### src/rtl/core/isim_pkg.sv
// ----------------------------------------------------------------------------
// isim_pkg
// Shared types and codes for the interval set insert and merge block: the
// item structs, the status codes and the controller to datapath links.
// ----------------------------------------------------------------------------
package isim_pkg;

    localparam int unsigned VAL_W   = 32;
    localparam int unsigned ENTRY_W = 5;

    typedef enum logic [1:0] {
        ST_OK   = 2'd0,
        ST_FULL = 2'd1,
        ST_BAD  = 2'd2
    } t_status;

    typedef struct packed {
        logic [VAL_W-1:0] range_first;
        logic [VAL_W-1:0] range_last;
        logic             dry_run;
    } t_in_item;

    typedef struct packed {
        logic               changed;
        t_status            status;
        logic [ENTRY_W-1:0] entry_count;
    } t_out_item;

    typedef struct packed {
        logic start;
        logic scan;
        logic mv_init;
        logic move;
        logic finish;
    } t_cmd;

    typedef struct packed {
        logic scan_done;
        logic mv_done;
    } t_sts;

endpackage

### src/rtl/core/isim_dp.sv
// ----------------------------------------------------------------------------
// isim_dp
// Datapath: range tables in memory, scan counters that locate the merge
// window, the move engine that compacts or opens the table, and the result.
// ----------------------------------------------------------------------------
module isim_dp #(
    parameter int unsigned MAX_RANGES = 16
) (
    input  logic                 i_clk,
    input  logic                 i_rst_n,
    input  isim_pkg::t_cmd       i_cmd,
    input  isim_pkg::t_in_item   i_item,
    output isim_pkg::t_sts       o_sts,
    output isim_pkg::t_out_item  o_res
);

    localparam int unsigned CW = $clog2(MAX_RANGES + 1);
    localparam int unsigned IW = (MAX_RANGES > 1) ? $clog2(MAX_RANGES) : 1;
    localparam int unsigned VW = isim_pkg::VAL_W;

    logic [VW-1:0] r_start_mem [MAX_RANGES];
    logic [VW-1:0] r_end_mem   [MAX_RANGES];

    logic [VW-1:0] r_lo, r_hi;
    logic          r_dry;
    logic [CW-1:0] r_count;
    logic [CW-1:0] r_ptr, r_first, r_stop;
    logic          r_rvld, r_fnd;
    logic [VW-1:0] r_sf, r_ef, r_el;
    logic [VW-1:0] r_rd_s, r_rd_e;
    logic [CW-1:0] r_src, r_dst, r_mvcnt;
    logic          r_down, r_mvld;
    logic [IW-1:0] r_wdst;
    isim_pkg::t_out_item r_res;

    logic          rd_scan, rd_move, rd_en;
    logic [IW-1:0] rd_addr;
    logic          wr_en;
    logic [IW-1:0] wr_addr;
    logic [VW-1:0] wr_s, wr_e;
    logic [VW:0]   e_p1, hi_p1;
    logic [CW-1:0] merged, n_new;
    logic          bad, covered, full, changed, wr_need;
    logic [VW-1:0] nlo, nhi;
    isim_pkg::t_status status;

    assign rd_scan = i_cmd.scan && (r_ptr != r_count);
    assign rd_move = i_cmd.move && (r_mvcnt != '0);
    assign rd_en   = rd_scan || rd_move;
    assign rd_addr = rd_scan ? r_ptr[IW-1:0] : r_src[IW-1:0];

    assign e_p1  = {1'b0, r_rd_e} + {{VW{1'b0}}, 1'b1};
    assign hi_p1 = {1'b0, r_hi} + {{VW{1'b0}}, 1'b1};

    assign bad     = r_lo > r_hi;
    assign merged  = r_stop - r_first;
    assign covered = (merged == CW'(1)) && (r_sf <= r_lo) && (r_ef >= r_hi);
    assign full    = (merged == '0) && (r_count >= CW'(MAX_RANGES));
    assign changed = !bad && !full && !covered;
    assign wr_need = changed && !r_dry;
    assign nlo     = ((merged != '0) && (r_sf < r_lo)) ? r_sf : r_lo;
    assign nhi     = ((merged != '0) && (r_el > r_hi)) ? r_el : r_hi;
    assign n_new   = (merged == '0) ? r_count + CW'(1) : r_count - merged + CW'(1);

    always_comb begin
        priority if (bad) begin
            status = isim_pkg::ST_BAD;
        end else if (full) begin
            status = isim_pkg::ST_FULL;
        end else begin
            status = isim_pkg::ST_OK;
        end
    end

    assign wr_en   = r_mvld || (i_cmd.finish && wr_need);
    assign wr_addr = r_mvld ? r_wdst : r_first[IW-1:0];
    assign wr_s    = r_mvld ? r_rd_s : nlo;
    assign wr_e    = r_mvld ? r_rd_e : nhi;

    always_ff @(posedge i_clk) begin
        if (rd_en) begin
            r_rd_s <= r_start_mem[rd_addr];
            r_rd_e <= r_end_mem[rd_addr];
        end
        if (wr_en) begin
            r_start_mem[wr_addr] <= wr_s;
            r_end_mem[wr_addr]   <= wr_e;
        end
    end

    always_ff @(posedge i_clk) begin
        if (!i_rst_n) begin
            r_count <= '0;
            r_rvld  <= 1'b0;
            r_mvld  <= 1'b0;
            r_mvcnt <= '0;
        end else begin
            r_rvld <= rd_scan;
            r_mvld <= rd_move;
            r_wdst <= r_dst[IW-1:0];

            if (i_cmd.start) begin
                r_lo    <= i_item.range_first;
                r_hi    <= i_item.range_last;
                r_dry   <= i_item.dry_run;
                r_ptr   <= '0;
                r_first <= '0;
                r_stop  <= '0;
                r_fnd   <= 1'b0;
                r_rvld  <= 1'b0;
            end else begin
                if (rd_scan) begin
                    r_ptr <= r_ptr + CW'(1);
                end
                if (r_rvld) begin
                    if (e_p1 < {1'b0, r_lo}) begin
                        r_first <= r_first + CW'(1);
                    end else if (!r_fnd) begin
                        r_fnd <= 1'b1;
                        r_sf  <= r_rd_s;
                        r_ef  <= r_rd_e;
                    end
                    if ({1'b0, r_rd_s} <= hi_p1) begin
                        r_stop <= r_stop + CW'(1);
                        r_el   <= r_rd_e;
                    end
                end
            end

            if (i_cmd.mv_init) begin
                r_down <= (merged == '0);
                if (!wr_need) begin
                    r_mvcnt <= '0;
                end else if (merged == '0) begin
                    r_mvcnt <= r_count - r_first;
                    r_src   <= r_count - CW'(1);
                    r_dst   <= r_count;
                end else begin
                    r_mvcnt <= r_count - r_stop;
                    r_src   <= r_stop;
                    r_dst   <= r_first + CW'(1);
                end
            end else if (rd_move) begin
                r_mvcnt <= r_mvcnt - CW'(1);
                if (r_down) begin
                    r_src <= r_src - CW'(1);
                    r_dst <= r_dst - CW'(1);
                end else begin
                    r_src <= r_src + CW'(1);
                    r_dst <= r_dst + CW'(1);
                end
            end

            if (i_cmd.finish) begin
                r_res.changed     <= changed;
                r_res.status      <= status;
                if (wr_need) begin
                    r_count           <= n_new;
                    r_res.entry_count <= isim_pkg::ENTRY_W'(n_new);
                end else begin
                    r_res.entry_count <= isim_pkg::ENTRY_W'(r_count);
                end
            end
        end
    end

    assign o_sts.scan_done = (r_ptr == r_count) && !r_rvld;
    assign o_sts.mv_done   = (r_mvcnt == '0) && !r_mvld;
    assign o_res           = r_res;

endmodule

### src/rtl/core/isim_ctrl.sv
// ----------------------------------------------------------------------------
// isim_ctrl
// Controller: sequences accept, table scan, move setup, table rewrite and
// result hand-off, and owns the handshake of both channels.
// ----------------------------------------------------------------------------
module isim_ctrl (
    input  logic           i_clk,
    input  logic           i_rst_n,
    input  logic           i_in_valid,
    output logic           o_in_ready,
    output logic           o_out_valid,
    input  logic           i_out_ready,
    input  isim_pkg::t_sts i_sts,
    output isim_pkg::t_cmd o_cmd
);

    typedef enum logic [2:0] {
        S_IDLE,
        S_SCAN,
        S_PLAN,
        S_MOVE,
        S_FIN
    } t_state;

    t_state r_state;
    logic   r_ovld;
    logic   can_fin;

    assign can_fin = !r_ovld || i_out_ready;

    always_comb begin
        o_cmd = '0;
        unique case (r_state)
            S_IDLE: o_cmd.start   = i_in_valid;
            S_SCAN: o_cmd.scan    = 1'b1;
            S_PLAN: o_cmd.mv_init = 1'b1;
            S_MOVE: o_cmd.move    = 1'b1;
            S_FIN:  o_cmd.finish  = can_fin;
            default: o_cmd = '0;
        endcase
    end

    always_ff @(posedge i_clk) begin
        if (!i_rst_n) begin
            r_state <= S_IDLE;
            r_ovld  <= 1'b0;
        end else begin
            if (o_cmd.finish) begin
                r_ovld <= 1'b1;
            end else if (r_ovld && i_out_ready) begin
                r_ovld <= 1'b0;
            end
            unique case (r_state)
                S_IDLE: begin
                    if (i_in_valid) r_state <= S_SCAN;
                end
                S_SCAN: begin
                    if (i_sts.scan_done) r_state <= S_PLAN;
                end
                S_PLAN: r_state <= S_MOVE;
                S_MOVE: begin
                    if (i_sts.mv_done) r_state <= S_FIN;
                end
                S_FIN: begin
                    if (can_fin) r_state <= S_IDLE;
                end
                default: r_state <= S_IDLE;
            endcase
        end
    end

    assign o_in_ready  = (r_state == S_IDLE);
    assign o_out_valid = r_ovld;

endmodule

### src/rtl/core/interval_set_insert_merge.sv
// ----------------------------------------------------------------------------
// interval_set_insert_merge
// Sorted table of disjoint, non-touching inclusive ranges with merge on insert.
// ----------------------------------------------------------------------------
// Each item offers one range; it is fused with every stored range that
// overlaps or touches it and the table is rewritten in order (only reported
// on in dry run, or for a bad range, a full table or a covered range). One
// result item follows each input item. The tables sit in a memory with one
// read and one write port. A new item is taken while the previous result
// still waits at the output.
// ----------------------------------------------------------------------------
module interval_set_insert_merge #(
    parameter int unsigned MAX_RANGES = 16
) (
    input  logic                i_clk,
    input  logic                i_rst_n,
    input  logic                i_in_valid,
    output logic                o_in_ready,
    input  isim_pkg::t_in_item  i_in_item,
    output logic                o_out_valid,
    input  logic                i_out_ready,
    output isim_pkg::t_out_item o_out_item
);

    isim_pkg::t_cmd cmd;
    isim_pkg::t_sts sts;

    isim_ctrl u_ctrl (
        .i_clk       (i_clk),
        .i_rst_n     (i_rst_n),
        .i_in_valid  (i_in_valid),
        .o_in_ready  (o_in_ready),
        .o_out_valid (o_out_valid),
        .i_out_ready (i_out_ready),
        .i_sts       (sts),
        .o_cmd       (cmd)
    );

    isim_dp #(
        .MAX_RANGES (MAX_RANGES)
    ) u_dp (
        .i_clk   (i_clk),
        .i_rst_n (i_rst_n),
        .i_cmd   (cmd),
        .i_item  (i_in_item),
        .o_sts   (sts),
        .o_res   (o_out_item)
    );

endmodule

### config.mk
export PLATFORM = sky130hd
export DESIGN_NAME = interval_set_insert_merge
export DESIGN_NICKNAME = d
export VERILOG_FILES = /design/src/rtl/core/isim_pkg.sv /design/src/rtl/core/isim_dp.sv /design/src/rtl/core/isim_ctrl.sv /design/src/rtl/core/interval_set_insert_merge.sv
export SDC_FILE = /design/constraint.sdc
export NUM_CORES = 2
export LEC_CHECK = 0
export BUFFER_PORTS_ARGS = -buffer_cell sky130_fd_sc_hd__buf_2
export CAP_MARGIN = 20
export CORE_MARGIN = 2
export CORE_UTILIZATION = 23
export DETAILED_ROUTE_END_ITERATION = 7
export PLACE_DENSITY_LB_ADDON = 0.05
export RECOVER_POWER = 50
export SLEW_MARGIN = 20
export SYNTH_ARGS = -nofsm -noshare
export SYNTH_HDL_FRONTEND = slang
export SYNTH_SLANG_ARGS = --single-unit
### constraint.sdc
create_clock -name i_clk -period 18.45 [get_ports i_clk]
set_clock_uncertainty 0.2 [all_clocks]
set_input_delay 0.9225 -clock i_clk [delete_from_list [all_inputs] [get_ports i_clk]]
set_output_delay 0.9225 -clock i_clk [all_outputs]
set_load 0.005 [all_outputs]
==> flow_metrics.tcl <==
set metrics [dict create \
    viasPerCell 4.41 \
    hp-class "input pin to register" \
    rr_worst_depth 14 \
    final_net_count 4020 \
    area_growth_pct 17.0 \
    synthTopCellsByArea "edfxtp_1 69%, mux2i_1 11%, ha_1 4.9%, o22ai_1 2.9%, xnor2_1 1.1%" \
    rsz0062_at_grt "false" \
    ir_worst_vdd_mv 0.0830 \
    ys_warn_count 0 \
    synth-seq-cells 1302 \
    clkSinkCount 1302 \
    post_cts_resize_count 0 \
    die-area_um2 247000 \
    gp_congestion 0.772 \
    holdPathStages 1 \
    endpoint_kind "register" \
    routedWlPerCell_um 27.5 \
    clk-insertion-delay-late_ns 0.84 \
    rr_endpoint "u_dp.r_end_mem[14][18]" \
    postCtsHoldBufs 8 \
    initial_core_util_pct 23.2 \
    synth_common_cells "1286 x edfxtp_1, 594 x mux2i_1, 261 x o22ai_1" \
    synth_nets 3802 \
    grt_pass1_vias 32000 \
    cts_buffers 163 \
    die_h_um 497 \
    dp_cells 6739 \
    violations "capacitance limit, slew limit" \
    num_rows 180 \
    h-tree-depth 4 \
    worst_slew_pin_slew_ns 4.35 \
    ys_async_sr_fraction_pct 0 \
    syn_inst 3509 \
    antenna_found_initial 13 \
    worstSetupPathType "register to register" \
    cts_root_buf "clkbuf_16" \
    critPathMaxFanout 32 \
    cp.required_ns 18.60 \
    status "finished, violations left" \
    ys_types 67 \
    core_area_um2 241000 \
    slowest_delay_ns 2.09 \
    synth_most_common_cell "edfxtp_1" \
    overflow 0 \
    cts_tree "done" \
    drtIter0Drc 1976 \
    ioPinCount 79 \
    syn_avg_cell_area_um2 15.9 \
    drt-total-wl_um 194000 \
    grt_use_total_pct 15.6 \
    clk_pin_slew_ns 0.06 \
    relSlewSlack_pct -190 \
    r2r-start "u_dp.r_stop[0]" \
    cts_buffer_depth 3 \
    drt_drc_violations_left 0 \
    r2r_slack_ns 9.73 \
    detail-route-antenna-nets 0 \
    cpMaxStageDelayCell "clkbuf_1" \
    slew_violations 564 \
    p_per_area_nw_per_um2 119 \
    setup_viol 0 \
    min_to "u_dp.r_lo[1]" \
    power.leakage_nw 22.9 \
    io_buffers 78 \
    synth-seq-area-share_pct 69.7 \
    path_cells "inv_1, ha_1, inv_1, fa_1, a21o_1, a21oi_1, xnor2_1, nor4b_1, clkbuf_1, a31oi_1, o21ai_4, clkbuf_1, mux2i_1, o21ai_0" \
    cap_violations 26 \
    netlist_area_um2 55800 \
    arrival_ns 8.87 \
    fin_setup_tns_ns 0 \
    finalNonFillerCells 7048 \
    die_w_um 497 \
    grt_max_degree 54 \
    yosysTopAreaCell "edfxtp_1" \
    synth_edf_count 1286 \
    grt_pass1_wl_um 267000 \
    ys.flop_type "edfxtp_1" \
    synth_top_area_share_pct 69.2 \
    detailed_place_hpwl_um 118000 \
    dr_total_vias 31100 \
    cts_setup_buffers 0 \
    fmax_mhz 115 \
    hold_violations 0 \
    worstHoldStart "i_in_item[34]" \
    dr.pass1.iters 5 \
    cp-start-kind "register" \
    post-route-period-util_pct 47.3 \
    fin_crit_ns 8.72 \
    final_layout_size_suffix_gt1_share_pct 8.60 \
]
==> stage by stage <==
stage | hold WS (ns) | setup WS [ns] | area [um^2] | util (%) | power [mW]
after floorplan | 0.231 | 10.20 | 55800 | - | 4.28
after global placement | 0.284 | 11.51 | 60500 | 25.1 | 4.79
after detailed placement | 0.275 | 11.51 | 60500 | 25.1 | 4.78
after CTS | 0.00915 | 11.51 | 65700 | 27.2 | 7.90
after global routing | 0.0369 | 9.09 | 65300 | 27.1 | 8.09
final | 0.0957 | 9.73 | 65300 | 27.1 | 7.74
==> cells by family (layout without fill, tap and decap cells) <==
logic type	Yosys count	count (layout)	share of synthesized area, %
flip-flops	1302	1302	69.7
multiplexers	600	600	10.8
AO/OA/AOI/OAI	543	543	6.12
AND/OR/NAND/NOR	490	490	4.54
buffers and inverters	252	602	2.20
adder cells (fa/ha/maj)	224	224	5.09
XOR/XNOR	98	98	1.54
other	0	4	0
==> placed cells by master (no fill, tap or decap), types with 7 or more instances in the layout <==
master,n
nand3_1,44
o211ai_1,13
ha_1,219
dfxtp_1,15
xor2_1,29
a21o_1,47
inv_1,101
nand2b_1,15
clkinv_16,7
buf_2,14
a21oi_1,61
clkbuf_16,164
clkinv_1,43
nand2_4,7
xnor2_1,69
mux2i_1,593
nand4_1,43
o22ai_1,261
and3_1,18
nor2_1,60
nor2b_1,9
nor2_4,17
nand2_1,154
dlygate4sd3_1,8
o32ai_1,7
a211oi_1,9
clkinv_2,17
edfxtp_1,1286
or4_1,67
buf_4,65
nor3_1,14
o21ai_0,91
clkbuf_1,166
==> critical path, delay by kind of cell, from the launching register on <==
kind                     cells  cell delay [ns]
AND/OR/NAND/NOR              1             0.39
flip-flops                   1             0.44
AO/OA/AOI/OAI                5             2.19
adder cells (fa/ha/maj)      2             0.58
multiplexers                 1             0.57
buffers and inverters        4             3.62
XOR/XNOR                     1             0.16
==> report_power, final <==
part	internal [mW]	switching (mW)
clock	1.73	1.34
combinational	0.381	0.731
sequential	3.45	0.115
total	5.56	2.18
==> area by class of cell <==
class	instances	area, um^2
multi-input combinational	1955	15900
antenna	4	10.0
clock buffer	216	4320
inverter	102	384
fill	24400	176000
timing repair buffer	203	1070
sequential	1302	38900
clock inverter	81	744
tap	3185	3990
==> metal layers <==
metal,vias up,GRT usage [%],part of all wire [%]
li1,14300,-,-
met1,16100,22.7,49
met2,543,24.3,45
met3,192,2.21,3.5
met4,0,3.63,1.8
met5,-,0,0
==> worst max-delay path by stage <==
stage / from / end / slack (ns) / depth (start not counted)
2_1_floorplan: u_dp.r_rd_e[2] / u_dp.r_ef[0] / 10.20 / 16
3_3_place_gp: u_dp.r_count[2] / u_dp.r_rd_e[27] / 11.51 / 13
3_5_place_dp: u_dp.r_count[2] / u_dp.r_rd_e[25] / 11.51 / 13
4_1_cts: u_dp.r_count[2] / u_dp.r_rd_e[25] / 11.51 / 13
5_1_grt: u_dp.r_stop[0] / u_dp.r_end_mem[1][21] / 9.09 / 14
6_report: u_dp.r_stop[0] / u_dp.r_end_mem[14][18] / 9.73 / 14
==> sequential cells by signal, indices dropped and copies added, names as in the netlist, 3 cells and up <==
| signal | cells |
|---|---|
| u_dp.o_res | 8 |
| u_dp.r_ef | 32 |
| u_dp.r_lo | 32 |
| u_dp.r_dst | 4 |
| u_dp.r_ptr | 5 |
| u_ctrl.r_state | 3 |
| u_dp.r_rd_e | 32 |
| u_dp.r_start_mem | 512 |
| u_dp.r_stop | 5 |
| u_dp.r_src | 4 |
| u_dp.r_mvcnt | 5 |
| u_dp.r_wdst | 4 |
| u_dp.r_rd_s | 32 |
| u_dp.r_count | 5 |
| u_dp.r_hi | 32 |
| u_dp.r_end_mem | 512 |
| u_dp.r_first | 5 |
| u_dp.r_el | 32 |
| u_dp.r_sf | 32 |
No activity file was read; power rests on OpenSTA's default activity.
